<file path="src/tcw_pkg.sv">
// ----------------------------------------------------------------------------
// tcw_pkg
// Shared types and constants for the text console character writer.
// ----------------------------------------------------------------------------
package tcw_pkg;

	// default screen geometry
	localparam int COLUMNS_DEF = 80;
	localparam int ROWS_DEF    = 25;

	// payload field widths
	localparam int CMD_W   = 2;
	localparam int CHAR_W  = 8;
	localparam int TCOL_W  = 7;
	localparam int TROW_W  = 5;
	localparam int RADDR_W = 11;
	localparam int OFFS_W  = 11;
	localparam int ATTR_W  = 8;
	localparam int CELL_W  = CHAR_W + ATTR_W;

	// character codes and reset attribute
	localparam logic [CHAR_W-1:0] CH_BS    = 8'h08;
	localparam logic [CHAR_W-1:0] CH_TAB   = 8'h09;
	localparam logic [CHAR_W-1:0] CH_LF    = 8'h0A;
	localparam logic [CHAR_W-1:0] CH_CR    = 8'h0D;
	localparam logic [CHAR_W-1:0] CH_SPACE = 8'h20;
	localparam logic [ATTR_W-1:0] ATTR_RST = 8'h07;
	localparam int                TAB_STEP = 8;

	typedef enum logic [CMD_W-1:0] {
		CMD_PUT   = 2'd0,
		CMD_SET   = 2'd1,
		CMD_CLEAR = 2'd2,
		CMD_READ  = 2'd3
	} cmd_t;

	typedef enum logic [1:0] {
		ST_IDLE,
		ST_EXEC,
		ST_SWEEP,
		ST_DONE
	} state_t;

	// controller to datapath
	typedef struct packed {
		logic latch;
		logic exec;
		logic sweep_start;
		logic sweep_en;
		logic load_out;
	} ctl_t;

	// datapath to controller
	typedef struct packed {
		cmd_t cmd;
		logic need_scroll;
		logic sweep_last;
		logic out_free;
	} sts_t;

endpackage

</file>
<file path="src/tcw_ctrl.sv">
// ----------------------------------------------------------------------------
// tcw_ctrl
// Command sequencer: accept, execute, screen sweep and result hand-off.
// ----------------------------------------------------------------------------
module tcw_ctrl (
	input  logic          clk,
	input  logic          arst_n,
	input  logic          in_valid,
	output logic          in_ready,
	input  tcw_pkg::sts_t sts,
	output tcw_pkg::ctl_t ctl
);
	import tcw_pkg::*;

	state_t state_q;
	state_t state_d;

	// state register
	always_ff @(posedge clk or negedge arst_n) begin
		if (!arst_n) begin
			state_q <= ST_IDLE;
		end else begin
			state_q <= state_d;
		end
	end

	// next state and commands
	always_comb begin
		state_d  = state_q;
		ctl      = '0;
		in_ready = 1'b0;
		case (state_q)
			ST_IDLE: begin
				in_ready  = 1'b1;
				ctl.latch = in_valid;
				if (in_valid) begin
					state_d = ST_EXEC;
				end
			end
			ST_EXEC: begin
				ctl.exec = 1'b1;
				state_d  = ST_DONE;
				case (sts.cmd)
					CMD_PUT: begin
						if (sts.need_scroll) begin
							ctl.sweep_start = 1'b1;
							state_d         = ST_SWEEP;
						end
					end
					CMD_CLEAR: begin
						ctl.sweep_start = 1'b1;
						state_d         = ST_SWEEP;
					end
					default: begin
						state_d = ST_DONE;
					end
				endcase
			end
			ST_SWEEP: begin
				ctl.sweep_en = 1'b1;
				if (sts.sweep_last) begin
					state_d = ST_DONE;
				end
			end
			ST_DONE: begin
				if (sts.out_free) begin
					ctl.load_out = 1'b1;
					in_ready     = 1'b1;
					ctl.latch    = in_valid;
					state_d      = in_valid ? ST_EXEC : ST_IDLE;
				end
			end
			default: begin
				state_d = ST_IDLE;
			end
		endcase
	end

endmodule

</file>
<file path="config.mk">
export PLATFORM = sky130hd
export DESIGN_NAME = tcw_ctrl
export DESIGN_NICKNAME = d
export VERILOG_FILES = /design/src/tcw_pkg.sv /design/src/tcw_ctrl.sv
export SDC_FILE = /design/constraint.sdc
export NUM_CORES = 1
export LEC_CHECK = 0
export ABC_AREA = 1
export BUFFER_PORTS_ARGS = -buffer_cell sky130_fd_sc_hd__clkbuf_2
export CAP_MARGIN = 40
export CORE_AREA = 3 3 40 42
export CTS_CLUSTER_DIAMETER = 200
export DETAILED_ROUTE_END_ITERATION = 16
export DIE_AREA = 0 0 43 45
export GPL_ROUTABILITY_DRIVEN = 0
export PLACE_DENSITY = 0.47
export SLEW_MARGIN = 10
export SYNTH_ARGS = -nofsm -noshare
export SYNTH_HDL_FRONTEND = slang
export SYNTH_SLANG_ARGS = --single-unit
export TNS_END_PERCENT = 20
</file>
<file path="constraint.sdc">
create_clock -name clk -period 1.73 [get_ports clk]
set_input_delay 0.0865 -clock clk [delete_from_list [all_inputs] [get_ports clk]]
set_output_delay 0.0865 -clock clk [all_outputs]
set_load 0.01 [all_outputs]
</file>
* Yosys cells after proc, flatten, opt, wreduce, memory -nomap -nowiden
Index checks and enable logic that the tools add are counted.
Storage, ports and cells: register bits 2, input bits 8, word-level logic and storage cells 27
Operators by class: equal/unequal tests 7, multiplexer cells 16, reductions and logical operators 3
Operators with widths (number):
- $mux W2 | 4
- $pmux W1 S2 | 4
- $pmux W2 S4 | 1
- $mux W1 | 7
- $eq A2 B2 Y1 const B | 3
- $ne A2 B2 Y1 const B | 3
- $logic_not A2 Y1 | 2
- $reduce_and A3 Y1 | 1
- $eq A2 B1 Y1 const B | 1

* Logic depth before layout (Yosys ltp)
depth in word-level cells 3, gate-level depth with buffers 8, gate-level depth less buffers 8

* Least setup slack after synthesis
OpenSTA, ideal clock, no wires.
kind register -> register, start point register state_q[0], end point register state_q[1], library setup time 127 ps, data arrival time 1068 ps, setup slack 535 ps, stages on the path, launching flop included 8, period minus slack after synthesis 1195 ps, cell sequence dfrtp_1 inv_1 ha_1 inv_1 nor2_1 nor2_2 nand2_1 o21ai_0
On the way: cells in the longest elaborated chain, start to end 3
Ends and longest elaborated chain:
- from (decl) | RTL line tcw_ctrl.sv:15 | state_t state_q;
- from (signal assigned) | RTL line tcw_ctrl.sv:23 | state_q <= state_d;
- $eq A2 B2 Y1 / $logic_not A2 Y1 (equally long branches) | RTL line tcw_ctrl.sv:32 | case (state_q)
- $ne A2 B2 Y1 (no line)
- $reduce_and A3 Y1 (no line)
Parallel ways exist; a longest one is shown, timed or not. A chain may end at the register's enable or synchronous reset.

==> metrics.md <==
| Metric | Value |
|---|---|
| Clock-pin slew on the worst setup and hold paths | 30 ps |
| Initial DRC Count | 0 |
| Worst Setup Path Type | flip-flop to output pin |
| Pin count of the biggest net entering global routing | 6 |
| #FFs+latches synth | 2 |
| Port Buffers | 13 |
| RSZ-0062 raised after global routing | no |
| Core footprint | around 1300 um^2 |
| PwrDens | 1620 nW/um^2 |
| Post-Syn Instances | 39 |
| Fmax | between 0.6 and 0.7 GHz |
| Die Y-Extent | ~45 um |
| Share of layout cells above drive strength 1 | between 30% and 40% |
| DIE WIDTH | 43 um |
| Drt wl/cell | 7.63 um |
| Global-route wire length before repair | 952 um |
| Detail Route Antenna Nets | 0 |
| Relative slew slack | 83.9% |
| H-Tree Depth | 1 |
| Gr ovfl total | 0 |
| Drt total wl | 542 um |
| DR vias/cell | 3.66 |
| Drt drc | 0 |
| Final worst-path cycle share | 86.9% |
| Clock Power Share | between 10% and 20% |
| Ant diodes | 0 |
| Grt peak-use layer | met2 |
| NetSw | 0.000282 W |
| GRT Util Overall | 6.82% |
| Post-Syn Area | between 200 and 300 um^2 |
| Final period demand of the worst path | 1500 ps |
| Antenna violations before repair | 0 |
| Biggest register | state_q |
| TritonCTS Sinks | 2 |
| Critical Path AT | 1420 ps |
| Initial Utilization | about a fifth |
| Routing usage on met2 | between 10% and 20% |
| Final setup fails | 0 |
| Met3 Track Usage GR | 4.78% |
| Register-to-register setup slack | about 500 ps |
| Mapped Nets | 53 |
| Max reg flops | 2 |
| Total CTS buffers | 3 |
| FILL cells | about 160 |
| Layout area overhead | 46.5% |
| Critical path endpoint category | output pin |
| Status | completed |
| Hold Path Class | input pin to async pin |
| Fin. Hold Viols | 0 |
| Largest fanout on the critical path | 5 |
| Cell variety after synth | 9 |
| Startpoint Class | flip-flop |
| Top Registers | state_q x2 |
| Worst Max-Slew Pin Slew | about 240 ps |
| Site Rows | 13 |
| Final #Nets | between 70 and 80 |
| DR pass1 iterations | 1 |
| Reg2Reg Capture Point | state_q[0]$_DFFE_PN0P_ |
| IO Count | 14 |
| CP required | 1640 ps |
| Synth Area per Inst | around 6.4 um^2 |
| CTS tree | built |
| Comb power frac | roughly 65% |
| Final setup TNS | 0 ps |
| Clk Latency, worst-skew pair | 220 ps |
| Largest buffer count on any clock path | 2 |
| Switching Share | 47.5% |
| Vias | 260 |
| Leakage | 0.236 nW |
| Number of global-route vias before repair | about 250 |
| HPWL after detailed placement | 476 um |
| Seq/Total Area, Yosys | 20.0% |
| Clock Tree Root | clkbuf_4 |
| IR drop worst, VDD | 0.684 mV |
| Reg power frac | 17.6% |
| Pint | 0.000313 W |
| Worst r2r src | state_q[0]$_DFFE_PN0P_ |
| Die area | 1940 um^2 |
| Max-cap violation count | 0 |
| Max Slew Vio Count | 0 |
| Yosys warns | 0 |
| Design Power | 0.000595 W |
| Met1 Use GR | 7.69% |
| Setup Skew | 5.08 ps |
| Worst r2r path cells | 6 |
how the worst max path moves through the flow:
stage / endpoint / from / cells past startpoint / slack [ps]
finish: ctl[4] / state_q[0]$_DFFE_PN0P_ / 4 / 230
global placement: ctl[4] / state_q[0]$_DFFE_PN0P_ / 4 / 420
detailed placement: ctl[4] / state_q[0]$_DFFE_PN0P_ / 4 / 440
global route: ctl[4] / state_q[0]$_DFFE_PN0P_ / 4 / 110
CTS: ctl[4] / state_q[0]$_DFFE_PN0P_ / 4 / 200
floorplan: state_q[1]$_DFFE_PN0P_ / state_q[0]$_DFFE_PN0P_ / 7 / 530
cells by family after synthesis:
kind of cell / synth area share, %
adder cells (fa/ha/maj): 30.0
flip-flops: 20.0
AND/OR/NAND/NOR: 28.5
buffers and inverters: 13.5
AO/OA/AOI/OAI: 8.00
synth_stat cells, drive strengths merged:
| master | number | area, um^2 |
|---|---|---|
| dfrtp | 2 | 50.1 |
| a21oi | 1 | 5.00 |
| inv | 9 | 33.8 |
| ha | 6 | 75.1 |
| nor2 | 6 | 25.0 |
| nand2 | 11 | 41.3 |
| nor3 | 1 | 5.00 |
| o21ai | 3 | 15.0 |
metrics by stage:
step / util, % / setup WS [ps] / area [um^2] / cells / hold WS, ps
global placement: 26.0 / 415 / 334 / 67 / -122
CTS: 28.5 / 199 / 367 / 71 / 182
detailed placement: 26.0 / 440 / 334 / 67 / -122
floorplan: - / 535 / 250 / 39 / -209
global route: 28.5 / 111 / 367 / 71 / 194
finish: 28.5 / 226 / 367 / 71 / 184
critical path: stages, from the launching register on:
cell,delay (ps)
dfrtp_1,410
inv_1,110
ha_1,340
nor3_1,190
clkbuf_2,160
cells in the final DEF, fill, tap and decap left out:
cell type,count
nand2_1,11
dlygate4sd3_1,1
inv_1,9
dfrtp_1,2
ha_1,6
clkbuf_4,3
o21ai_0,3
a21oi_1,1
nor2_1,5
nor2_2,1
clkbuf_2,13
nor3_1,1
cell type report:
| class | count | area (um^2) | share of cell area (%) |
|---|---|---|---|
| Sequential cell | 2 | 50.0 | 13.7 |
| Timing Repair Buffer | 14 | 75.1 | 20.5 |
| Tap cell | 15 | 18.8 | 5.12 |
| Clock buffer | 3 | 22.5 | 6.14 |
| Multi-Input combinational cell | 28 | 166 | 45.4 |
| Inverter | 9 | 33.8 | 9.22 |
timing repair:
action	4_1_cts	5_1_grt
resized for setup	0	0
hold buffers	1	0
setup buffers	0	0
endpoints found under the hold margin	2	0
layer usage:
layer | part of all wire, % | wire length (um)
met1 | 47 | 257
met2 | 45 | 245
met3 | 7.4 | 40
met4 | 0 | 0
met5 | 0 | 0
power by group through the flow:
stage	Clock [W]	Sequential (W)	Combinational, W
detailed placement	0	0.000106	0.000398
global route	0.000114	0.000110	0.000465
CTS	0.000106	0.000106	0.000403
finish	0.000101	0.000105	0.000389
floorplan	0	0.0000975	0.000287
global placement	0	0.000106	0.000404
(Power assumes the default switching activity.)
